===== src/rtl/core/qrs_pkg.sv =====
`default_nettype none
// ---------------------------------------------------------------------------
// Quadratic root solver package
// Shared widths, codes and request/response types of the root solver.
// ---------------------------------------------------------------------------
package qrs_pkg;

    localparam int COEF_W   = 16;
    localparam int ROOT_W   = 32;
    localparam int TOL_W    = 34;
    localparam int DISC_W   = 34;
    localparam int SQ_IN_W  = 50;
    localparam int SQ_STEPS = SQ_IN_W / 2;
    localparam int SQ_ROOT_W = SQ_STEPS;
    localparam int SQ_REM_W = SQ_ROOT_W + 3;
    localparam int SNUM_W   = 36;
    localparam int NUM_W    = 35;
    localparam int DEN_W    = 18;
    localparam int LANES    = 2;

    localparam logic [TOL_W-1:0] TOL_RESET = TOL_W'(655);

    localparam logic [1:0] KIND_NONE = 2'd0;
    localparam logic [1:0] KIND_ONE  = 2'd1;
    localparam logic [1:0] KIND_TWO  = 2'd2;
    localparam logic [1:0] KIND_INF  = 2'd3;

    typedef enum logic [2:0] {
        CL_NONE,
        CL_INF,
        CL_LINEAR,
        CL_SINGLE,
        CL_TWO
    } cls_t;

    typedef struct packed {
        logic signed [COEF_W-1:0] coef_a;
        logic signed [COEF_W-1:0] coef_b;
        logic signed [COEF_W-1:0] coef_c;
    } req_t;

    typedef struct packed {
        logic [1:0]               solution_kind;
        logic signed [ROOT_W-1:0] root_one;
        logic signed [ROOT_W-1:0] root_two;
        logic                     saturated;
    } rsp_t;

    typedef struct packed {
        cls_t                     cls;
        logic signed [COEF_W-1:0] a;
        logic signed [COEF_W-1:0] b;
        logic signed [COEF_W-1:0] c;
    } sq_side_t;

    typedef struct packed {
        logic [NUM_W-1:0] num;
        logic [DEN_W-1:0] den;
        logic             neg;
    } lane_t;

endpackage
`default_nettype wire


===== src/rtl/core/qrs_sqrt.sv =====
`default_nettype none
// ---------------------------------------------------------------------------
// Root solver square root pipeline
// Restoring integer square root, one result bit per register stage, with
// the request sideband carried alongside.
// ---------------------------------------------------------------------------
module qrs_sqrt (
    input  wire logic                             clk,
    input  wire logic                             rst_n,
    input  wire logic                             en,
    input  wire logic                             in_valid,
    input  wire qrs_pkg::sq_side_t                in_side,
    input  wire logic [qrs_pkg::SQ_IN_W-1:0]      in_op,
    output logic                                  out_valid,
    output qrs_pkg::sq_side_t                     out_side,
    output logic [qrs_pkg::SQ_ROOT_W-1:0]         out_root
);

    localparam int IW = qrs_pkg::SQ_IN_W;
    localparam int NS = qrs_pkg::SQ_STEPS;
    localparam int RW = qrs_pkg::SQ_ROOT_W;
    localparam int MW = qrs_pkg::SQ_REM_W;

    logic              valid_reg [NS];
    qrs_pkg::sq_side_t side_reg  [NS];
    logic [IW-1:0]     op_reg    [NS];
    logic [MW-1:0]     rem_reg   [NS];
    logic [RW-1:0]     root_reg  [NS];

    for (genvar k = 0; k < NS; k++)
    begin : g_step
        logic              v_in;
        qrs_pkg::sq_side_t side_in;
        logic [IW-1:0]     op_in;
        logic [MW-1:0]     rem_in;
        logic [RW-1:0]     root_in;
        logic [MW-1:0]     rem_sh;
        logic [MW-1:0]     trial;
        logic              fit;

        if (k == 0)
        begin : g_first
            assign v_in    = in_valid;
            assign side_in = in_side;
            assign op_in   = in_op;
            assign rem_in  = '0;
            assign root_in = '0;
        end
        else
        begin : g_next
            assign v_in    = valid_reg[k-1];
            assign side_in = side_reg[k-1];
            assign op_in   = op_reg[k-1];
            assign rem_in  = rem_reg[k-1];
            assign root_in = root_reg[k-1];
        end

        assign rem_sh = {rem_in[MW-3:0], op_in[IW-1 -: 2]};
        assign trial  = {{(MW-RW-2){1'b0}}, root_in, 2'b01};
        assign fit    = rem_sh >= trial;

        always_ff @(posedge clk or negedge rst_n)
        begin
            if (!rst_n)
                valid_reg[k] <= 1'b0;
            else if (en)
                valid_reg[k] <= v_in;
        end

        always_ff @(posedge clk)
        begin
            if (en)
            begin
                side_reg[k] <= side_in;
                op_reg[k]   <= op_in << 2;
                rem_reg[k]  <= fit ? (rem_sh - trial) : rem_sh;
                root_reg[k] <= {root_in[RW-2:0], fit};
            end
        end
    end

    assign out_valid = valid_reg[NS-1];
    assign out_side  = side_reg[NS-1];
    assign out_root  = root_reg[NS-1];

endmodule
`default_nettype wire


===== config.mk =====
export PLATFORM = sky130hd
export DESIGN_NAME = qrs_sqrt
export DESIGN_NICKNAME = d
export VERILOG_FILES = /design/src/rtl/core/qrs_pkg.sv /design/src/rtl/core/qrs_sqrt.sv
export SDC_FILE = /design/constraint.sdc
export NUM_CORES = 2
export LEC_CHECK = 0
export BUFFER_PORTS_ARGS = -buffer_cell sky130_fd_sc_hd__buf_2
export CAP_MARGIN = 25
export CORE_ASPECT_RATIO = 1.5
export CORE_MARGIN = 3
export CORE_UTILIZATION = 45
export DETAILED_ROUTE_END_ITERATION = 10
export HOLD_SLACK_MARGIN = 0.12
export PLACE_DENSITY = 0.6
export SLEW_MARGIN = 5
export SYNTH_ARGS = -nofsm -noshare
export SYNTH_HDL_FRONTEND = slang
export SYNTH_SLANG_ARGS = --single-unit

===== constraint.sdc =====
create_clock -name clk -period 3.3 [get_ports clk]
set_clock_uncertainty 0.15 [all_clocks]
set_input_delay 0.495 -clock clk [delete_from_list [all_inputs] [get_ports clk]]
set_output_delay 0.495 -clock clk [all_outputs]
set_load 0.03 [all_outputs]

==> metrics.txt <==
CP Launch Type register; worst skew pair latency 820 ps; Initial Util 45.4%; Crit path required time 3690 ps; measured slew at the worst slew-check pin 802 ps; Rel. slew slack 46.1%; Fin. Hold Viols 0; Yosys Warn Count 0; Final Net Count 8,383; Overflow after GRT 0; final setup margin -75.6 ps; status finished, violations left; root cell of the clock tree clkbuf_16; main flop type after synthesis edfxtp_1; Tot Pwr slightly below 90 mW; Final min period 3380 ps; CTS Buffer Depth 4; Async S/R FF share, synth 0.888%; worst reg2reg path depth 9; Num Clock Sinks roughly 2,800; Total Wirelength about 210 mm; vias in the first global route 60,830; Placement Setup Slack -571 ps; all-layer global routing usage between 15 and 20%; Placed Instances 10,746; design area 0.131 mm²; Seq/Total Area, Yosys 76.7%; Synth cell types between 90 and 100; number of DRC markers in iteration 0 between 2,000 and 3,000; Rows 221; pin count of the biggest net entering global routing 130; Hold/Removal Path Class in2reg; routed vias/inst 5.08; CORE AREA roughly 0.24 mm²; synthesized area approximately 0.11 mm²; initial antenna violation count 7; Max Transition Viols Final 0; TritonCTS Buffers between 200 and 300; Finished Layout Cells approximately 11,000; Worst Path Class, Setup reg2reg; DRT Pass-1 Iters 6; Area growth syn-to-layout 18.9%; worst hold stages 2; global-route wire length before repair 319 mm; Max Cap Viol 0; Max VDD drop 481 µV; Seq cells post-synth 2,814; net count after synthesis 7,270; Final Cycle Share 102%; Post-Syn Instances 6,813; leak pwr 48.9 nW; GPL Wtd Cong about 0.96; port bufs 181; drt drc 0; total number of vias 57,695; Post-Syn Area per Cell 16.1 µm²; Setup Viol. Count Final 19; number of flip-flops in the largest register 1,275; Die X-Extent between 400 and 500 µm; post-route ant nets 0; Clock transition at path regs 60 ps; Post-synth EDFFs approximately 2,800; H-Tree Depth 5; die area 0.250 mm²; CTS tree yes; RSZ-0062 raised after global routing true; height of the die 611 µm; placed standard-cell area 0.120 mm²; PwrDens 678 mW/mm²; Worst Path Arrival 3770 ps; FMAX 0.296 GHz; top fanout value on the critical path 5; Final TNS setup -607 ps; failing checks setup timing; IO Pins 182; Crit. End Element register; wire length per cell 18.3 µm; ratio of cells with drive above 1 in the final layout 17.9%; Final HPWL DP 148 mm
layout make-up:
cell class,count,area (µm²)
Fill cell,19420,112000
Sequential cell,2814,84400
Multi-Input combinational cell,3434,24200
Timing Repair Buffer,944,7520
Clock buffer,350,7480
Tap cell,3233,4050
Inverter,456,1720
Clock inverter,131,1350
Antenna cell,2,5.00
layout by cell type, fill, tap and decap left out, types with 63 or more instances in the layout:
master         netlist  final
inv_1              449    446
nor2_1             318    304
dlygate4sd3_1        0    106
buf_2                4    180
nand3_1             84     84
o21ai_0            253    245
nor4_1              78     63
xor2_1             213    213
nand2b_1            67     66
o21a_1              79     77
buf_4                1    604
edfxtp_1          2789   2789
nor3_1             137    127
a21o_1             145    145
or3_1               68     65
a21oi_1            333    313
xnor2_1            253    253
clkbuf_16            0    290
ha_1               352    347
nand2_1            365    363
worst paths after layout:
check	from	endpoint	slack, ps
setup / recovery	rem_reg[0][177]	rem_reg[0][218]	-80
hold / removal	in_side[0]	side_reg[0][0]	220
setup reg to reg	rem_reg[0][177]	rem_reg[0][218]	-80
max in group asynchronous	rst_n	g_step[17].v_in	2280
min in group asynchronous	rst_n	g_step[2].v_in	550
hold reg to reg	op_reg[1][272]	op_reg[1][322]	230
power by group:
part / total (mW) / leakage, nW / switching (mW) / internal, mW
combinational: 12.9 / 17.3 / 7.23 / 5.65
clock: 30.8 / 4.29 / 12.6 / 18.1
sequential: 45.0 / 27.3 / 1.58 / 43.4
total: 88.7 / 48.9 / 21.4 / 67.2
cell usage after synthesis, drive strengths merged (8+ instances only):
library cell	instances	area [µm²]
or4	43	327
mux2	58	661
xor2	213	1870
a21boi	13	97.6
dfrtp	25	626
o211ai	27	208
a21oi	339	1720
a311oi	8	70.1
xnor2	254	2230
nor2	320	1210
ha	352	4400
clkbuf	97	364
a2111oi	18	158
buf	14	76.3
a21o	145	1090
and3	29	181
a31oi	34	213
inv	456	1710
nor4b	8	70.1
a211oi	30	225
edfxtp	2789	83800
or2	35	219
nand3b	12	90.1
o21ai	287	1440
o21bai	18	135
nand3	85	438
o21a	79	593
o31a	8	70.1
a211o	10	87.6
nor3b	15	113
o31ai	44	330
or3	71	459
nand4	57	357
and2	25	156
nand2	365	1370
nor4	79	509
nand2b	67	419
nor3	137	686
nor2b	40	250
timing repair:
action,CTS,global route
setup endpoints to repair,97,211
gates cloned,1,2
hold endpoints to repair,149,0
hold buffers,107,0
setup buffers,7,19
resized for setup,51,132
pin swaps,18,32
critical path: stages, from the launching register on:
cell	delay, ps
edfxtp_1	390
or3_4	400
or3_4	340
or4_4	490
or3_4	340
or4b_4	540
buf_6	150
nand3_4	140
nor4_4	50
xor2_1	130
metrics by stage:
step	utilization, %	hold WS (ps)
after floorplan	-	49.4
after global placement	49.4	250
after detailed placement	49.4	255
after CTS	53.6	121
after global routing	54.0	155
final	54.0	220
logic make-up (layout without fill, tap and decap cells):
| logic type | Yosys count | count (layout) | share of synthesized area [%] |
|---|---|---|---|
| buf+inv | 567 | 1881 | 1.96 |
| mux | 61 | 61 | 0.628 |
| fa+ha+maj | 352 | 352 | 4.01 |
| compound gates | 1140 | 1142 | 6.51 |
| flops | 2814 | 2814 | 76.7 |
| simple gates | 1411 | 1411 | 6.43 |
| xor+xnor | 467 | 467 | 3.73 |
| other cells | 1 | 3 | 0.00341 |
routing by layer:
layer	global-route usage (%)	vias to the layer above	routed length [µm]	part of all wire, %
met1	13.9	27909	64100	31
met4	11.2	2	15500	7.4
met5	0	-	13	0.0062
met2	33.3	1130	122000	58
li1	-	27963	-	-
met3	2.58	691	6870	3.3
Note: power is estimated with default switching activity, not from simulation.
