File: config.mk
export PLATFORM = sky130hd
export DESIGN_NAME = qrs_front
export DESIGN_NICKNAME = d
export VERILOG_FILES = /design/src/rtl/core/qrs_pkg.sv /design/src/rtl/core/qrs_front.sv
export SDC_FILE = /design/constraint.sdc
export NUM_CORES = 2
export LEC_CHECK = 0
export ABC_AREA = 1
export ABC_CLOCK_PERIOD_IN_PS = 6000
export BUFFER_PORTS_ARGS = -buffer_cell sky130_fd_sc_hd__buf_2
export CAP_MARGIN = 20
export CORE_ASPECT_RATIO = 1.4
export CORE_MARGIN = 1
export CORE_UTILIZATION = 45
export DETAILED_ROUTE_END_ITERATION = 10
export GPL_ROUTABILITY_DRIVEN = 0
export HOLD_SLACK_MARGIN = 0.02
export SETUP_SLACK_MARGIN = 0.02
export SLEW_MARGIN = 20
export SYNTH_ARGS = -nofsm -noshare
export SYNTH_HDL_FRONTEND = slang
export SYNTH_SLANG_ARGS = --single-unit
File: constraint.sdc
create_clock -name clk -period 6 [get_ports clk]
set_input_delay 0.3 -clock clk [delete_from_list [all_inputs] [get_ports clk]]
set_output_delay 0.3 -clock clk [all_outputs]
set_load 0.02 [all_outputs]
File: src/rtl/core/qrs_pkg.sv
`default_nettype none
// ---------------------------------------------------------------------------
// Quadratic root solver package
// Shared widths, codes and request/response types of the root solver.
// ---------------------------------------------------------------------------
package qrs_pkg;

    localparam int COEF_W   = 16;
    localparam int ROOT_W   = 32;
    localparam int TOL_W    = 34;
    localparam int DISC_W   = 34;
    localparam int SQ_IN_W  = 50;
    localparam int SQ_STEPS = SQ_IN_W / 2;
    localparam int SQ_ROOT_W = SQ_STEPS;
    localparam int SQ_REM_W = SQ_ROOT_W + 3;
    localparam int SNUM_W   = 36;
    localparam int NUM_W    = 35;
    localparam int DEN_W    = 18;
    localparam int LANES    = 2;

    localparam logic [TOL_W-1:0] TOL_RESET = TOL_W'(655);

    localparam logic [1:0] KIND_NONE = 2'd0;
    localparam logic [1:0] KIND_ONE  = 2'd1;
    localparam logic [1:0] KIND_TWO  = 2'd2;
    localparam logic [1:0] KIND_INF  = 2'd3;

    typedef enum logic [2:0] {
        CL_NONE,
        CL_INF,
        CL_LINEAR,
        CL_SINGLE,
        CL_TWO
    } cls_t;

    typedef struct packed {
        logic signed [COEF_W-1:0] coef_a;
        logic signed [COEF_W-1:0] coef_b;
        logic signed [COEF_W-1:0] coef_c;
    } req_t;

    typedef struct packed {
        logic [1:0]               solution_kind;
        logic signed [ROOT_W-1:0] root_one;
        logic signed [ROOT_W-1:0] root_two;
        logic                     saturated;
    } rsp_t;

    typedef struct packed {
        cls_t                     cls;
        logic signed [COEF_W-1:0] a;
        logic signed [COEF_W-1:0] b;
        logic signed [COEF_W-1:0] c;
    } sq_side_t;

    typedef struct packed {
        logic [NUM_W-1:0] num;
        logic [DEN_W-1:0] den;
        logic             neg;
    } lane_t;

endpackage
`default_nettype wire

File: src/rtl/core/qrs_front.sv
`default_nettype none
// ---------------------------------------------------------------------------
// Root solver front end
// Registers the request, forms b*b and a*c, then the discriminant and the
// solution class, and prepares the square root operand.
// ---------------------------------------------------------------------------
module qrs_front (
    input  wire logic                             clk,
    input  wire logic                             rst_n,
    input  wire logic                             en,
    input  wire logic [qrs_pkg::TOL_W-1:0]        tol,
    input  wire logic                             in_valid,
    input  wire qrs_pkg::req_t                    in_req,
    output logic                                  out_valid,
    output qrs_pkg::sq_side_t                     out_side,
    output logic [qrs_pkg::SQ_IN_W-1:0]           out_op
);

    localparam int CW = qrs_pkg::COEF_W;
    localparam int DW = qrs_pkg::DISC_W;
    localparam int TW = qrs_pkg::TOL_W;
    localparam int IW = qrs_pkg::SQ_IN_W;

    logic                   v0_reg;
    logic                   v1_reg;
    logic                   v2_reg;
    logic signed [CW-1:0]   a0_reg;
    logic signed [CW-1:0]   b0_reg;
    logic signed [CW-1:0]   c0_reg;
    logic signed [CW-1:0]   a1_reg;
    logic signed [CW-1:0]   b1_reg;
    logic signed [CW-1:0]   c1_reg;
    logic signed [2*CW-1:0] bb1_reg;
    logic signed [2*CW-1:0] ac1_reg;
    qrs_pkg::sq_side_t      side2_reg;
    logic [IW-1:0]          op2_reg;

    logic signed [DW-1:0]   disc;
    logic signed [TW+1:0]   disc_x;
    logic signed [TW+1:0]   tol_x;
    logic                   band;
    logic                   above;
    qrs_pkg::cls_t          cls_next;
    logic [IW-1:0]          op_next;

    always_comb
    begin
        disc   = DW'(bb1_reg) - (DW'(ac1_reg) <<< 2);
        disc_x = (TW+2)'(disc);
        tol_x  = $signed({2'b00, tol});
        band   = (disc_x < tol_x) && (disc_x > -tol_x);
        above  = disc_x >= tol_x;
        if (a1_reg == '0)
        begin
            if (b1_reg != '0)
                cls_next = qrs_pkg::CL_LINEAR;
            else if (c1_reg == '0)
                cls_next = qrs_pkg::CL_INF;
            else
                cls_next = qrs_pkg::CL_NONE;
        end
        else if (band)
            cls_next = qrs_pkg::CL_SINGLE;
        else if (above)
            cls_next = qrs_pkg::CL_TWO;
        else
            cls_next = qrs_pkg::CL_NONE;
        if (cls_next == qrs_pkg::CL_TWO)
            op_next = {1'b0, disc[DW-2:0], 16'b0};
        else
            op_next = '0;
    end

    always_ff @(posedge clk or negedge rst_n)
    begin
        if (!rst_n)
        begin
            v0_reg <= 1'b0;
            v1_reg <= 1'b0;
            v2_reg <= 1'b0;
        end
        else if (en)
        begin
            v0_reg <= in_valid;
            v1_reg <= v0_reg;
            v2_reg <= v1_reg;
        end
    end

    always_ff @(posedge clk)
    begin
        if (en)
        begin
            a0_reg        <= in_req.coef_a;
            b0_reg        <= in_req.coef_b;
            c0_reg        <= in_req.coef_c;
            a1_reg        <= a0_reg;
            b1_reg        <= b0_reg;
            c1_reg        <= c0_reg;
            bb1_reg       <= b0_reg * b0_reg;
            ac1_reg       <= a0_reg * c0_reg;
            side2_reg.cls <= cls_next;
            side2_reg.a   <= a1_reg;
            side2_reg.b   <= b1_reg;
            side2_reg.c   <= c1_reg;
            op2_reg       <= op_next;
        end
    end

    assign out_valid = v2_reg;
    assign out_side  = side2_reg;
    assign out_op    = op2_reg;

endmodule
`default_nettype wire

==> results_dict.tcl <==
set metrics [dict create \
    final_cell_count_no_fill 4762 \
    path_cells "buf_4, nand2_1, fa_1, inv_1, fa_1, fa_1, fa_1, fa_1, inv_1, fa_1, inv_1, ha_1, nand2_1, o21ai_0, a21oi_1, nand3_2, a21o_1, a21oi_1, xnor2_1" \
    dieHeight_um 317.2 \
    critical_path_arrival_ns 6.15 \
    synthesis.area_mm2 0.03194 \
    max_freq_mhz 172.1 \
    grt_setup_unrepaired "true" \
    htreeDepth 1 \
    cp_common_cell "fa_1" \
    die_area_mm2 0.07207 \
    synth-seq-cells 244 \
    drive_above_1_share_pct 12.83 \
    dr.pass1.iters 5 \
    min_path_type "input port to flip-flop" \
    async_flop_share_pct 1.230 \
    drt-initial-drc-count 1200 \
    largest_reg_flops 51 \
    io_pins 188 \
    synth_top_flop_cell "edfxtp_1" \
    synth_edf_count 241 \
    cts_root_buf "clkbuf_16" \
    setup_viol 0 \
    r2r_start "c0_reg[12]" \
    cts_tree "done" \
    finalHoldViolCount 0 \
    crit_buf_inv 4 \
    syn2layout_area_growth_pct 14.25 \
    nFillCells 6724 \
    met1_length_um 29590 \
    dp.cells 4621 \
    start_kind "flip-flop" \
    dr.max_layer_used "met4" \
    track_usage_pct 22.36 \
    period_share_pct 96.83 \
    clk_pin_slew_ns 0.06 \
    drcViolationCount 0 \
    core-area_mm2 0.07022 \
    numCtsBuffers 27 \
    crit_start "c0_reg[12]" \
    synthCells 3496 \
    synth_cell_types 55 \
    cpPeakStageDelay_ns 0.62 \
    outcome "finished, final reports clean" \
    wl_met2_um 41930 \
    cp.required_ns 6.34 \
    gr-total-overflow 0 \
    fin_skew_ns 0.02967 \
    yosysTopAreaCellShare_pct 31.21 \
    chipWidth_um 227.2 \
    port-buffer-count 169 \
    wl_per_cell_um 16.34 \
    drt.antenna.violating_nets 0 \
    grt_pass1_vias 24500 \
    worst_pin_slew_ns 0.9370 \
    yosys.area.top_type "fa_1" \
    slew_headroom_pct 37.53 \
    maxCapViolCount 0 \
    fin_crit_ns 5.810 \
    yosysSeqAreaShare_pct 22.89 \
    hp-start "en" \
    antenna_found_initial 0 \
    start_util_pct 45.49 \
    worstSetupPathType "flip-flop to flip-flop" \
    synth_area_per_cell_um2 9.137 \
    grt_pass1_wl_um 124400 \
    cts_max_path_buffers 3 \
    antenna_cells 0 \
    crit_fanout 8 \
    slew_viol_final 0 \
    num_rows 115 \
    cp_top_family "adder cells" \
    final_net_count 4663 \
    worst_skew_pair.late_latency_ns 0.60 \
    yosys-top-cells-area "fa_1, edfxtp_1, inv_1, ha_1, nand2_1" \
    end_kind "flip-flop" \
    crit_slowest_cell "edfxtp_1" \
    ys_warn_count 0 \
    routed_via_density 4.883 \
    cts.sinks 244 \
    num_vias 23250 \
    grt_max_degree 145 \
    dp_hpwl_um 64990 \
    drt-total-wl_um 77820 \
    route.met3.wl_um 2815 \
]
## Yosys cell counts (3+ instances only)
library cell	instances
dfrtp_1	3
o21a_1	8
a21oi_1	138
o31ai_1	4
nor2_4	31
nand2_2	7
nor3b_1	3
o211ai_1	4
nand3_2	3
nor3_1	21
o21bai_1	15
nor4_1	19
xnor2_1	39
fa_1	498
buf_12	3
or2_2	8
buf_4	18
edfxtp_1	241
ha_1	273
nor2_2	5
clkbuf_1	88
nand4_1	30
nor2_1	144
nand2_1	629
inv_1	977
xor2_1	90
inv_2	4
a21boi_0	5
nand3_1	63
o21ai_1	6
a21o_1	14
a31oi_1	4
o21ai_0	69
## logic make-up after synthesis
kind of cell | synth area share [%]
buffers and inverters | 13.22
AND/OR/NAND/NOR | 13.47
adder cells (fa/ha/maj) | 41.90
AO/OA/AOI/OAI | 4.935
flip-flops | 22.89
XOR/XNOR | 3.537
other | 0.01174
multiplexers | 0.03525
## stage by stage
stage | area [um2] | TNS, ns | util (%) | setup slack (ns) | hold WS (ns)
finish | 36490 | 0 | 51.97 | 0.1900 | 0.2240
global route | 36490 | -0.03822 | 51.97 | -0.01871 | 0.2385
CTS | 35960 | 0 | 51.22 | 0.03492 | 0.2305
detailed placement | 34430 | -0.03218 | 49.04 | -0.02283 | 0.1012
global placement | 34430 | 0 | 49.04 | 0.03895 | 0.09843
floorplan | 32010 | 0 | - | 0.08745 | 0.004409
## timing repair
action | CTS | global route
pin swaps | 0 | 6
hold buffers | 51 | 0
setup buffers | 7 | 34
setup endpoints to repair | 5 | 28
endpoints found under the hold margin | 52 | 0
resized for setup | 2 | 54
## final timing paths
path / end / slack (ns) / cells after the start
worst max register to register: ac1_reg[30] / 0.19 / 19
worst min register to register: c1_reg[15] / 0.45 / 0
worst max-delay path: ac1_reg[30] / 0.19 / 19
min in group asynchronous: v0_reg / 0.59 / 3
worst min-delay path: out_op[44] / 0.22 / 1
max in group asynchronous: v1_reg / 5.26 / 3
## final cells by class
| type | instances | area [um2] | share of cell area [%] |
|---|---|---|---|
| Inverter | 983 | 3690 | 10.11 |
| Sequential cell | 244 | 7312 | 20.04 |
| Multi-Input combinational cell | 2175 | 20670 | 56.65 |
| Timing Repair Buffer | 375 | 2701 | 7.402 |
| Tap cell | 936 | 1171 | 3.209 |
| Clock inverter | 22 | 271.5 | 0.7440 |
| Clock buffer | 27 | 675.6 | 1.851 |
## worst register-to-register path, delay by kind of cell (launching register included)
family	cells	cell delay [ns]
buf+inv	4	0.41
simple gates	3	0.47
fa+ha+maj	7	3.28
flops	1	0.62
compound gates	4	0.72
xor+xnor	1	0.08
## cells in the final DEF, fill, tap and decap left out, types with 89 or more instances in the layout
cell type / count
nand2_1: 625
inv_1: 976
edfxtp_1: 241
buf_2: 169
a21oi_1: 128
nor2_1: 139
ha_1: 270
xor2_1: 89
fa_1: 492
buf_4: 138
## metal layers
layer  GRT usage, %  vias to the layer above
met1          25.73                    11460
met5              0                        -
met2          41.75                      507
met3          1.996                      171
li1               -                    11110
met4          9.884                        0
Power is not shown: default switching activity piles up to over one toggle a cycle in this logic, so the estimate is an artifact.
