<file path="src/rtl/core/qrs_pkg.sv">
`default_nettype none
// ---------------------------------------------------------------------------
// Quadratic root solver package
// Shared widths, codes and request/response types of the root solver.
// ---------------------------------------------------------------------------
package qrs_pkg;

    localparam int COEF_W   = 16;
    localparam int ROOT_W   = 32;
    localparam int TOL_W    = 34;
    localparam int DISC_W   = 34;
    localparam int SQ_IN_W  = 50;
    localparam int SQ_STEPS = SQ_IN_W / 2;
    localparam int SQ_ROOT_W = SQ_STEPS;
    localparam int SQ_REM_W = SQ_ROOT_W + 3;
    localparam int SNUM_W   = 36;
    localparam int NUM_W    = 35;
    localparam int DEN_W    = 18;
    localparam int LANES    = 2;

    localparam logic [TOL_W-1:0] TOL_RESET = TOL_W'(655);

    localparam logic [1:0] KIND_NONE = 2'd0;
    localparam logic [1:0] KIND_ONE  = 2'd1;
    localparam logic [1:0] KIND_TWO  = 2'd2;
    localparam logic [1:0] KIND_INF  = 2'd3;

    typedef enum logic [2:0] {
        CL_NONE,
        CL_INF,
        CL_LINEAR,
        CL_SINGLE,
        CL_TWO
    } cls_t;

    typedef struct packed {
        logic signed [COEF_W-1:0] coef_a;
        logic signed [COEF_W-1:0] coef_b;
        logic signed [COEF_W-1:0] coef_c;
    } req_t;

    typedef struct packed {
        logic [1:0]               solution_kind;
        logic signed [ROOT_W-1:0] root_one;
        logic signed [ROOT_W-1:0] root_two;
        logic                     saturated;
    } rsp_t;

    typedef struct packed {
        cls_t                     cls;
        logic signed [COEF_W-1:0] a;
        logic signed [COEF_W-1:0] b;
        logic signed [COEF_W-1:0] c;
    } sq_side_t;

    typedef struct packed {
        logic [NUM_W-1:0] num;
        logic [DEN_W-1:0] den;
        logic             neg;
    } lane_t;

endpackage
`default_nettype wire

</file>
<file path="src/rtl/core/qrs_prep.sv">
`default_nettype none
// ---------------------------------------------------------------------------
// Root solver division setup
// Builds the signed numerators and denominator for each root, then the
// rounding dividend, doubled divisor and sign of each quotient.
// ---------------------------------------------------------------------------
module qrs_prep (
    input  wire logic                                  clk,
    input  wire logic                                  rst_n,
    input  wire logic                                  en,
    input  wire logic                                  in_valid,
    input  wire qrs_pkg::sq_side_t                     in_side,
    input  wire logic [qrs_pkg::SQ_ROOT_W-1:0]         in_root,
    output logic                                       out_valid,
    output qrs_pkg::cls_t                              out_cls,
    output qrs_pkg::lane_t [qrs_pkg::LANES-1:0]        out_lane
);

    localparam int SW = qrs_pkg::SNUM_W;
    localparam int NW = qrs_pkg::NUM_W;
    localparam int DW = qrs_pkg::DEN_W;
    localparam int NL = qrs_pkg::LANES;

    logic                 v1_reg;
    logic                 v2_reg;
    qrs_pkg::cls_t        cls1_reg;
    qrs_pkg::cls_t        cls2_reg;
    logic signed [SW-1:0] num1_reg [NL];
    logic signed [DW-1:0] den1_reg;
    qrs_pkg::lane_t       lane2_reg [NL];

    logic signed [SW-1:0] bx;
    logic signed [SW-1:0] sx;
    logic signed [SW-1:0] num_next [NL];
    logic signed [DW-1:0] den_next;
    logic [DW-1:0]        dabs;
    logic [SW-1:0]        nabs [NL];
    qrs_pkg::lane_t       lane_next [NL];

    always_comb
    begin
        bx = SW'(in_side.b);
        sx = $signed(SW'(in_root));
        for (int l = 0; l < NL; l++)
            num_next[l] = '0;
        den_next = '0;
        case (in_side.cls)
            qrs_pkg::CL_TWO:
            begin
                num_next[0] = (sx - (bx <<< 8)) <<< 7;
                num_next[1] = (-(bx <<< 8) - sx) <<< 7;
                den_next    = DW'(in_side.a);
            end
            qrs_pkg::CL_LINEAR:
            begin
                num_next[0] = -(SW'(in_side.c) <<< 16);
                den_next    = DW'(in_side.b);
            end
            qrs_pkg::CL_SINGLE:
            begin
                num_next[0] = -(bx <<< 16);
                den_next    = DW'(in_side.a) <<< 1;
            end
            default:
            begin
                den_next = '0;
            end
        endcase
    end

    always_comb
    begin
        dabs = den1_reg[DW-1] ? DW'(-den1_reg) : DW'(den1_reg);
        for (int l = 0; l < NL; l++)
        begin
            nabs[l] = num1_reg[l][SW-1] ? SW'(-num1_reg[l]) : SW'(num1_reg[l]);
            lane_next[l].num = NW'({nabs[l], 1'b0}) + NW'(dabs);
            lane_next[l].den = DW'({dabs, 1'b0});
            lane_next[l].neg = num1_reg[l][SW-1] ^ den1_reg[DW-1];
        end
    end

    always_ff @(posedge clk or negedge rst_n)
    begin
        if (!rst_n)
        begin
            v1_reg <= 1'b0;
            v2_reg <= 1'b0;
        end
        else if (en)
        begin
            v1_reg <= in_valid;
            v2_reg <= v1_reg;
        end
    end

    always_ff @(posedge clk)
    begin
        if (en)
        begin
            cls1_reg <= in_side.cls;
            cls2_reg <= cls1_reg;
            den1_reg <= den_next;
            for (int l = 0; l < NL; l++)
            begin
                num1_reg[l]  <= num_next[l];
                lane2_reg[l] <= lane_next[l];
            end
        end
    end

    always_comb
    begin
        for (int l = 0; l < NL; l++)
            out_lane[l] = lane2_reg[l];
    end

    assign out_valid = v2_reg;
    assign out_cls   = cls2_reg;

endmodule
`default_nettype wire

</file>
<file path="config.mk">
export PLATFORM = sky130hd
export DESIGN_NAME = qrs_prep
export DESIGN_NICKNAME = d
export VERILOG_FILES = /design/src/rtl/core/qrs_pkg.sv /design/src/rtl/core/qrs_prep.sv
export SDC_FILE = /design/constraint.sdc
export NUM_CORES = 1
export LEC_CHECK = 0
export BUFFER_PORTS_ARGS = -buffer_cell sky130_fd_sc_hd__buf_2
export CAP_MARGIN = 10
export CORE_MARGIN = 1
export CORE_UTILIZATION = 35
export DETAILED_ROUTE_END_ITERATION = 6
export GPL_TIMING_DRIVEN = 1
export PLACE_DENSITY = 0.64
export SLEW_MARGIN = 25
export SYNTH_ARGS = -nofsm -noshare
export SYNTH_HDL_FRONTEND = slang
export SYNTH_SLANG_ARGS = --single-unit
</file>
<file path="constraint.sdc">
create_clock -name clk -period 3.9 [get_ports clk]
set_clock_uncertainty 0.1 [all_clocks]
set_input_delay 0.78 -clock clk [delete_from_list [all_inputs] [get_ports clk]]
set_output_delay 0.78 -clock clk [all_outputs]
set_load 0.05 [all_outputs]
</file>
==> results by group, run 1 <==
Status
  – Status: complete, but fails checks
  – Failing checks: DRC, setup timing

Global routing
  – Largest net degree at the start of global routing: between 70 and 80
  – Initial antenna violation count: 2
  – Vias in the first global route: approximately 9,500
  – Total track usage: 0.191
  – First-pass GRT wire length: 50.3 mm
  – GRT Residual Overflow: 0

Worst setup path
  – Family with the most delay on the worst path: compound AO/OA/AOI/OAI gates
  – Crit start category: flip-flop
  – Worst EP arrival: 3990 ps
  – CP Cell Sequence: nor4_4 -> buf_4 -> nand3_4 -> o31a_1 -> xor2_2 -> ha_4 -> a21o_1 -> a21o_1 -> maj3_2 -> nand4_1 -> nand4_1 -> o41a_1 -> nand3b_1 -> xor2_1
  – Slowest-stage cell, CP: o41a_1
  – Buf/Inv on CP: 1
  – Data required, critical path: 3980 ps
  – Worst r2r path cells: 14
  – Crit end category: flip-flop
  – Setup CP Type: flip-flop to flip-flop
  – CP Depth: 14
  – Delay of the slowest critical-path stage: 480 ps
  – CP Max Fanout: 5

Final layout
  – Fill count: 3,288
  – Net count reported at finish: ~1,600
  – Storage cell area: 0.00461 sq mm
  – Layout cells sized above 1: 0.259
  – Footprint of the multi-input gates: 0.00680 sq mm
  – Util after Layout: 0.435
  – Final std cells w/o fill: between 1,500 and 2,000
  – Max reg flops: 73
  – Synth-to-Final Area Change: 22.5%
  – Design area: 0.0145 sq mm

Pwr
  – Sequential group share of total power: 0.349
  – NetSw: ~2.5 mW
  – Total Power: 6.44 mW
  – Int Pwr: a little under 4 mW
  – Combinational Power Share: 0.393
  – Pleak: approximately 5.9 nW
  – Worst VDD drop: 0.316 mV
  – Clock power frac: 0.258
  – Pwr dens: 443 mW/mm^2
  – Sw frac: 0.385

Clock tree
  – Clk root buf: clkbuf_16
  – CTS Buffer Depth: 2
  – Clock Sinks: 154
  – Worst-path clk slew: approximately 70 ps
  – Num CTS Buffers: 17
  – CTS tree: yes
  – Skew-Pair Late Insertion Delay: 450 ps
  – H-tree Lvls: 4

Logic synthesis
  – Ranking of synthesized cells by area: edfxtp_1 (38%), ha_1 (8.5%), xnor2_1 (7.9%)
  – Synth top area share: 0.385
  – Netlist cell types: 83
  – Synth top cells by count: edfxtp_1 (152), xnor2_1 (107), nor2_1 (95), ha_1 (81), inv_1 (81)
  – Async S/R FF share, synth: 0.0130
  – Cells after Synth: ~1,200
  – Post-synth top flop: edfxtp_1
  – Synthesis-stage register bit count: 154
  – Yosys warnings: 0
  – Mean post-synth cell area: 9.78 sq um
  – Post-synth EDFFs: 152
  – Post-synthesis sequential area ratio: 0.389
  – Post-Syn Area: 0.0119 sq mm
  – Count leader, synth: edfxtp_1
  – Area leader, netlist: edfxtp_1

Routing
  – Initial DRC Count: between 700 and 800
  – DR DRC count: 1
  – 1st-pass router iterations: 7
  – Vias: ~9,900
  – Detailed-route wire length: between 30 and 40 mm
  – Wire per inst: roughly 17 um
  – Vias per inst: 5.20
  – Final ANT Viol Nets: 0

STA
  – Max Clock Freq: 256 MHz
  – Slew @ Worst Pin: about 760 ps
  – Slew margin rel.: 0.493
  – Fin crit period: 3910 ps
  – RSZ-0062 raised after global routing: yes
  – Fin. max-slew vios: 0
  – Final setup viols: 2
  – Final period utilization: 1.00
  – Final hold violation count: 0
  – Post-layout worst setup margin: -8.87 ps

Die
  – Initial Utilization: 0.355
  – Die H: 186 um
  – Horiz. Die Dim: 186 um
  – Die Area: approximately 0.035 sq mm
  – Row count: 67
  – Core footprint: between 0.03 and 0.04 sq mm
  – I/O pin cnt: 192

Placed design
  – Detailed placer's ending HPWL: between 20 and 30 mm
  – GP Congestion: 0.918
  – I/O Buffers: roughly 190
  – Cell Area, Placed: between 0.01 and 0.015 sq mm
  – Placed cell count: approximately 1,900

Flow run
  – Number of max-cap violations: 0

Hold path
  – HP Class: flip-flop to flip-flop
  – Hold depth: 0
## power by group through the flow
stage | clock network, mW | registers (mW) | logic [mW]
floorplan | 0 | 2.76 | 1.25
global placement | 0 | 2.28 | 2.38
detailed placement | 0 | 2.28 | 2.40
CTS | 1.70 | 2.25 | 2.45
global route | 1.77 | 2.28 | 2.74
finish | 1.66 | 2.25 | 2.53
## cells by family (layout without fill, tap and decap cells)
kind of cell	after synthesis	after routing	synth area share
compound gates	286	287	0.163
mux	4	4	0.00359
fa+ha+maj	89	89	0.0948
flops	154	154	0.389
buf+inv	154	394	0.0601
simple gates	348	348	0.155
xor+xnor	177	177	0.134
other cells	1	5	0.000316
## area by class of cell
class	count	share of cell area
multi-input cells	909	0.468
flip-flops and latches	154	0.317
repair buffers	282	0.115
well taps	448	0.0386
clock buffers	18	0.0295
inverters	81	0.0209
clock inverters	13	0.00990
diodes	1	0.000172
## placed cells by master, fill, tap and decap left out, types with 13 or more instances in the layout
cell type  Yosys  final
buf_2          3    188
edfxtp_1     152    152
xnor2_1      107    105
nor2_1        95     92
buf_4         35     90
inv_1         81     81
ha_1          81     77
nand2_1       73     70
xor2_1        67     65
a21oi_1       60     58
o21ai_0       57     55
nor3_1        29     25
a21o_1        22     22
nand3_1       24     22
a22oi_1       21     21
nand2b_1      20     20
o31ai_1       17     17
o41ai_1       17     17
clkbuf_16      0     17
nor2b_1       15     15
o22ai_1       14     13
## through the flow
| stage | hold WS (ps) | setup WS (ps) | TNS, ps |
|---|---|---|---|
| floorplan | 300 | 24.5 | 0 |
| global placement | 301 | -121 | -926 |
| detailed placement | 307 | -208 | -2640 |
| CTS | 335 | -76.4 | -298 |
| global route | 354 | -199 | -2360 |
| finish | 335 | -8.87 | -15.6 |
## routing by layer
metal	global-route usage	part of all wire
met5	0	0
met4	0.0790	0.029
met3	0.0368	0.046
met2	0.317	0.47
met1	0.244	0.45
## path summary, 6_finish.rpt
| path | slack, ps | start | endpoint |
|---|---|---|---|
| min | 340 | cls1_reg[2] | out_cls[2] |
| max | -9 | den1_reg[3] | lane2_reg[0][99] |
| max reg2reg | -9 | den1_reg[3] | lane2_reg[0][99] |
| min reg2reg | 340 | cls1_reg[2] | out_cls[2] |
| max in group asynchronous | 3050 | rst_n | v1_reg |
| min in group asynchronous | 560 | rst_n | out_valid |
## what timing repair did
action                                  4_1_cts  5_1_grt
endpoints found under the setup margin       26       29
pin swaps                                    19       24
hold buffers                                  1        0
resized for setup                            22       21
cloned                                        1        0
buffers inserted                              3        6
hold endpoints to repair                      2        0
No activity file was read; power rests on OpenSTA's default activity.
==> run 2: changes to the inputs <==
- RECOVER_POWER: unset -> 100
==> run 2 against run 1 <==
Compared with the run above: the run ends with DRC, capacitance limit, slew limit, setup timing left; sequential cell count unchanged; sequential share of layout area about the same; hold slack about the same; critical path type unchanged; largest power group unchanged; highest routed layer unchanged.
==> results by group, run 2 (synthesized netlist as in run 1, its figures left out) <==
Worst setup path
  – Worst R2R End: lane2_reg[0][99]
  – Crit start category: flip-flop
  – Crit end category: flip-flop
  – R2R Setup Slk: -10 ps
  – Reg2reg start: den1_reg[3]
  – Slowest-stage cell, CP: o41a_1
  – Worst EP arrival: 3990 ps
  – Family with the most delay on the worst path: compound AO/OA/AOI/OAI gates
  – Delay of the slowest critical-path stage: ~480 ps
  – Data required, critical path: just under 4000 ps
  – CP Cell Sequence: nor4_4 -> buf_4 -> nand3_4 -> o31a_1 -> xor2_2 -> ha_4 -> a21o_1 -> a21o_1 -> maj3_2 -> nand4_1 -> nand4_1 -> o41a_1 -> nand3b_1 -> xor2_1
  – Setup CP Type: flip-flop to flip-flop
  – Buf/Inv on CP: 1
  – Worst r2r path cells: 14
  – CP Max Fanout: 5

Final layout
  – Commonest non-fill, non-tap cells in the layout: buf_2 (184), edfxtp_1 (152), xnor2_1 (105), nor2_1 (92), buf_4 (87)
  – Storage cell area: 0.00461 sq mm
  – Fill count: approximately 3,300
  – Layout cells sized above 1: 0.255
  – Net count reported at finish: 1,609
  – Max reg flops: between 70 and 80
  – Final std cells w/o fill: roughly 1,900
  – Most common cell after layout, fill and taps aside: buf_2
  – Util after Layout: 0.434
  – Footprint of the multi-input gates: 0.00680 sq mm
  – Synth-to-Final Area Change: 22.3%

Clock tree
  – Num CTS Buffers: 17
  – CTS Buffer Depth: 2
  – Clk root buf: clkbuf_16
  – Worst-path clk slew: 70 ps
  – Clock Sinks: around 150
  – Skew-Pair Late Insertion Delay: 440 ps
  – CTS tree: yes
  – H-tree Lvls: 4

STA
  – Fin. max-slew vios: 78
  – RSZ-0062 raised after global routing: yes
  – Slew margin rel.: -0.350
  – Setup TNS: -22.9 ps
  – Final hold violation count: 0
  – Final setup viols: 2
  – Fin crit period: 3910 ps
  – Max Clock Freq: 255 MHz
  – Final period utilization: 1.00
  – Post-layout worst setup margin: -14.0 ps
  – Slew @ Worst Pin: just over 2000 ps

Global routing
  – Initial antenna violation count: 2
  – Vias in the first global route: 9,464
  – First-pass GRT wire length: between 50 and 60 mm
  – GRT Residual Overflow: 0
  – Total track usage: 0.191
  – Largest net degree at the start of global routing: 79

Die
  – Horiz. Die Dim: around 190 um
  – Initial Utilization: 0.355
  – Die Area: around 0.035 sq mm
  – Row count: between 60 and 70
  – Die H: 186 um
  – I/O pin cnt: 192
  – Core footprint: 0.0334 sq mm

Routing
  – Detailed-route wire length: 32.7 mm
  – 1st-pass router iterations: 7
  – Vias: roughly 10,000
  – Initial DRC Count: ~800
  – Final ANT Viol Nets: 0
  – Wire per inst: 17.2 um
  – Vias per inst: roughly 5.2
  – DR DRC count: 1

Flow run
  – Number of max-cap violations: 1

Hold path
  – Hold Path Sink: out_cls[2]
  – Hold Path Origin: cls1_reg[2]
  – HP Class: flip-flop to flip-flop
  – Hold depth: 0

Placed design
  – Placed cell count: between 1,500 and 2,000
  – Detailed placer's ending HPWL: roughly 25 mm
  – GP Congestion: 0.918
  – I/O Buffers: 189
  – Pre-CTS setup slack: -208 ps

Status
  – Status: complete, but fails checks
  – Failing checks: DRC, capacitance limit, slew limit, setup timing

Pwr
  – Pwr dens: 444 mW/mm^2
  – Pleak: 5.84 nW
  – Worst VDD drop: 0.315 mV
==> run 2: cell types whose count changed in the layout (fill, tap and decap cells not counted), sizes merged <==
| cell | previous run | this run |
|---|---|---|
| clkbuf | 18 | 26 |
| buf | 281 | 273 |
==> run 2: worst max-delay path by stage <==
stage                      from           endpoint  slack (ps)  cells after the start
floorplan           den1_reg[4]  lane2_reg[0][100]          20                     15
global placement    den1_reg[4]   lane2_reg[0][50]        -120                     16
detailed placement  den1_reg[4]   lane2_reg[0][50]        -210                     16
CTS                 den1_reg[3]   lane2_reg[0][99]         -80                     14
global route        den1_reg[3]   lane2_reg[0][99]        -200                     14
finish              den1_reg[3]   lane2_reg[0][99]         -10                     14
==> run 2: per-stage QoR <==
step	hold slack, ps	power [mW]	instance area, sq um
floorplan	300	4.01	11900
global placement	301	4.65	13600
detailed placement	307	4.68	13600
CTS	335	6.40	14300
global route	354	6.78	14500
finish	335	6.44	14500
==> run 2: power by group <==
| group | total (mW) | switching [mW] | internal [mW] | leakage (nW) |
|---|---|---|---|---|
| Sequential | 2.25 | 0.131 | 2.12 | 1.50 |
| Combinational | 2.53 | 1.63 | 0.900 | 4.09 |
| Clock | 1.66 | 0.721 | 0.942 | 0.259 |
==> run 2: repair_timing <==
item,4_1_cts,5_1_grt
buffers inserted,3,6
endpoints found under the hold margin,2,0
hold buffers,1,0
setup endpoints to repair,26,29
pin swaps,19,24
resized for setup,22,21
gates cloned,1,0
==> run 2: per-layer routing <==
metal | GRT usage | wire, um | vias up
met4 | 0.0790 | 927 | 0
met3 | 0.0368 | 1660 | 53
met1 | 0.244 | 14700 | 4737
met2 | 0.317 | 15400 | 360
met5 | 0 | 0 | -
li1 | - | - | 4838
==> run 2: area by class of cell <==
cell class / count / share of cell area
Inverter: 81 / 0.0209
Clock inverter: 13 / 0.00991
Clock buffer: 18 / 0.0296
Multi-Input combinational cell: 909 / 0.469
Sequential cell: 154 / 0.318
Timing Repair Buffer: 282 / 0.114
Antenna cell: 1 / 0.000172
Tap cell: 448 / 0.0386
==> run 3: changes to the inputs <==
- CORE_UTILIZATION: 35 -> 50
- PLACE_DENSITY: 0.64 -> 0.83
- SKIP_LAST_GASP: unset -> 1
==> run 3 against run 2 <==
Compared with the run above: the run ends with capacitance limit, slew limit, setup timing left; combinational power hardly changed; total power decreased by 0.80%; core utilization increased by 18 points; largest cell class unchanged; critical path depth stayed put; sequential power is essentially flat; maximum frequency about the same; cell count shrank 6.9%; global-route usage rose by 6.2 points; via count grew 2.5%; critical endpoint unchanged; sequential cell count unchanged; register-to-register slack barely moved.
==> results by group, run 3 (synthesized netlist as in run 1, its figures left out) <==
Final layout
  – Synth-to-Final Area Change: 20.4%
  – Layout cells sized above 1: 0.255
  – Max reg flops: 73
  – Util after Layout: 0.611
  – Most common cell after layout, fill and taps aside: buf_2
  – Fill count: ~2,000
  – Commonest non-fill, non-tap cells in the layout: buf_2 (184), edfxtp_1 (152), xnor2_1 (106), nor2_1 (93), buf_4 (81)
  – Net count reported at finish: 1,603

Worst setup path
  – Data required, critical path: 3970 ps
  – Setup CP Type: flip-flop to flip-flop
  – CP Max Fanout: 5
  – Crit start category: flip-flop
  – Worst EP arrival: between 3000 and 4000 ps
  – Crit end category: flip-flop

Placed design
  – GP Congestion: 0.893
  – I/O Buffers: 189
  – Detailed placer's ending HPWL: roughly 24 mm
  – Pre-CTS setup slack: -222 ps

STA
  – Max Clock Freq: 256 MHz
  – Final period utilization: 1.00
  – RSZ-0062 raised after global routing: yes
  – Post-layout worst setup margin: -12.7 ps
  – Fin. max-slew vios: 77
  – Slew @ Worst Pin: 1970 ps
  – Slew margin rel.: -0.316
  – Final hold violation count: 0
  – Final setup viols: 2
  – Setup TNS: -17.1 ps
  – Fin crit period: just under 4000 ps

Global routing
  – Largest net degree at the start of global routing: 78
  – GRT Residual Overflow: 0
  – First-pass GRT wire length: 47.8 mm
  – Initial antenna violation count: 5
  – Vias in the first global route: 9,628
  – Total track usage: 0.254

Clock tree
  – CTS Buffer Depth: 2
  – Skew-Pair Late Insertion Delay: 440 ps
  – Clock Sinks: 154
  – Num CTS Buffers: 17
  – Worst-path clk slew: 70 ps
  – Post-CTS Hold Fix Bufs: 0
  – Clk root buf: clkbuf_16
  – H-tree Lvls: 4
  – CTS tree: yes

Status
  – Status: complete, but fails checks
  – Failing checks: capacitance limit, slew limit, setup timing

Die
  – Core footprint: approximately 0.023 sq mm
  – Die Area: 0.0243 sq mm
  – Die H: approximately 160 um
  – Initial Utilization: 0.507
  – I/O pin cnt: 192
  – Row count: 56
  – Horiz. Die Dim: between 150 and 200 um

Hold path
  – HP Class: input pin to async pin

Routing
  – Vias: 10,200
  – Final ANT Viol Nets: 0
  – DR DRC count: 0
  – Initial DRC Count: approximately 900
  – Detailed-route wire length: ~31 mm
  – Vias per inst: 5.77
  – 1st-pass router iterations: 6
  – Wire per inst: ~18 um

Pwr
  – Pleak: 5.82 nW
  – Worst VDD drop: around 0.28 mV
  – Total Power: 6.39 mW
  – Pwr dens: 447 mW/mm^2

Flow run
  – Number of max-cap violations: 1
## run 3: layer usage
metal  vias up  routed length, um  track usage
met5         -                  9            0
met4         2                973        0.105
met3        75               2090       0.0389
met2       442              15300        0.437
met1      4883              13100        0.316
li1       4840                  -            -
## run 3: path summary, 6_finish.rpt
| kind | start | endpoint | slack (ps) | cells past startpoint |
|---|---|---|---|---|
| worst max-delay path | den1_reg[4] | lane2_reg[0][99] | -10 | 14 |
| min in group clk | cls1_reg[2] | out_cls[2] | 320 | 0 |
| worst max register to register | den1_reg[4] | lane2_reg[0][99] | -10 | 14 |
| max in group asynchronous | rst_n | out_valid | 3560 | 1 |
| worst min register to register | cls1_reg[2] | out_cls[2] | 320 | 0 |
| worst min-delay path | rst_n | v1_reg | 20 | 1 |
## run 3: stage by stage
stage                     area (sq um)  std cells  hold WS, ps
after global placement           13400       1726          306
after floorplan                  11900       1216          300
after detailed placement         13400       1726          309
after CTS                        14100       1764         5.93
after global routing             14300       1773         8.63
final                            14300       1774         17.3
## run 3: area by class of cell
| class | instances | area (sq um) | area share |
|---|---|---|---|
| timing repair buffer | 276 | 1600 | 0.112 |
| multi-input combinational | 909 | 6790 | 0.475 |
| tap | 319 | 399 | 0.0279 |
| clock inverter | 14 | 140 | 0.00981 |
| antenna | 3 | 7.51 | 0.000525 |
| sequential | 154 | 4610 | 0.323 |
| clock buffer | 18 | 429 | 0.0300 |
| inverter | 81 | 304 | 0.0213 |
## run 3: repair_timing
action                                  CTS  global route
gates cloned                              1             0
pin swaps                                16            16
endpoints found under the setup margin   23            31
resized for setup                        22            24
setup buffers                             5             7
## run 3: critical path: stages, from the launching register on
cell and delay, ps:
edfxtp_1 430, nor4_4 360, buf_4 180, nand3_4 70, o31a_1 290, xor2_2 180, ha_1 340, a21o_1 190
a21o_1 170, maj3_2 330, nand4_1 100, nand4_1 200, o41a_1 480, nand3b_1 150, xor2_1 70
## run 3: power breakdown
part | leakage, nW | internal (mW) | switching (mW)
Sequential | 1.50 | 2.12 | 0.129
Clock | 0.268 | 0.896 | 0.748
Combinational | 4.06 | 0.881 | 1.62
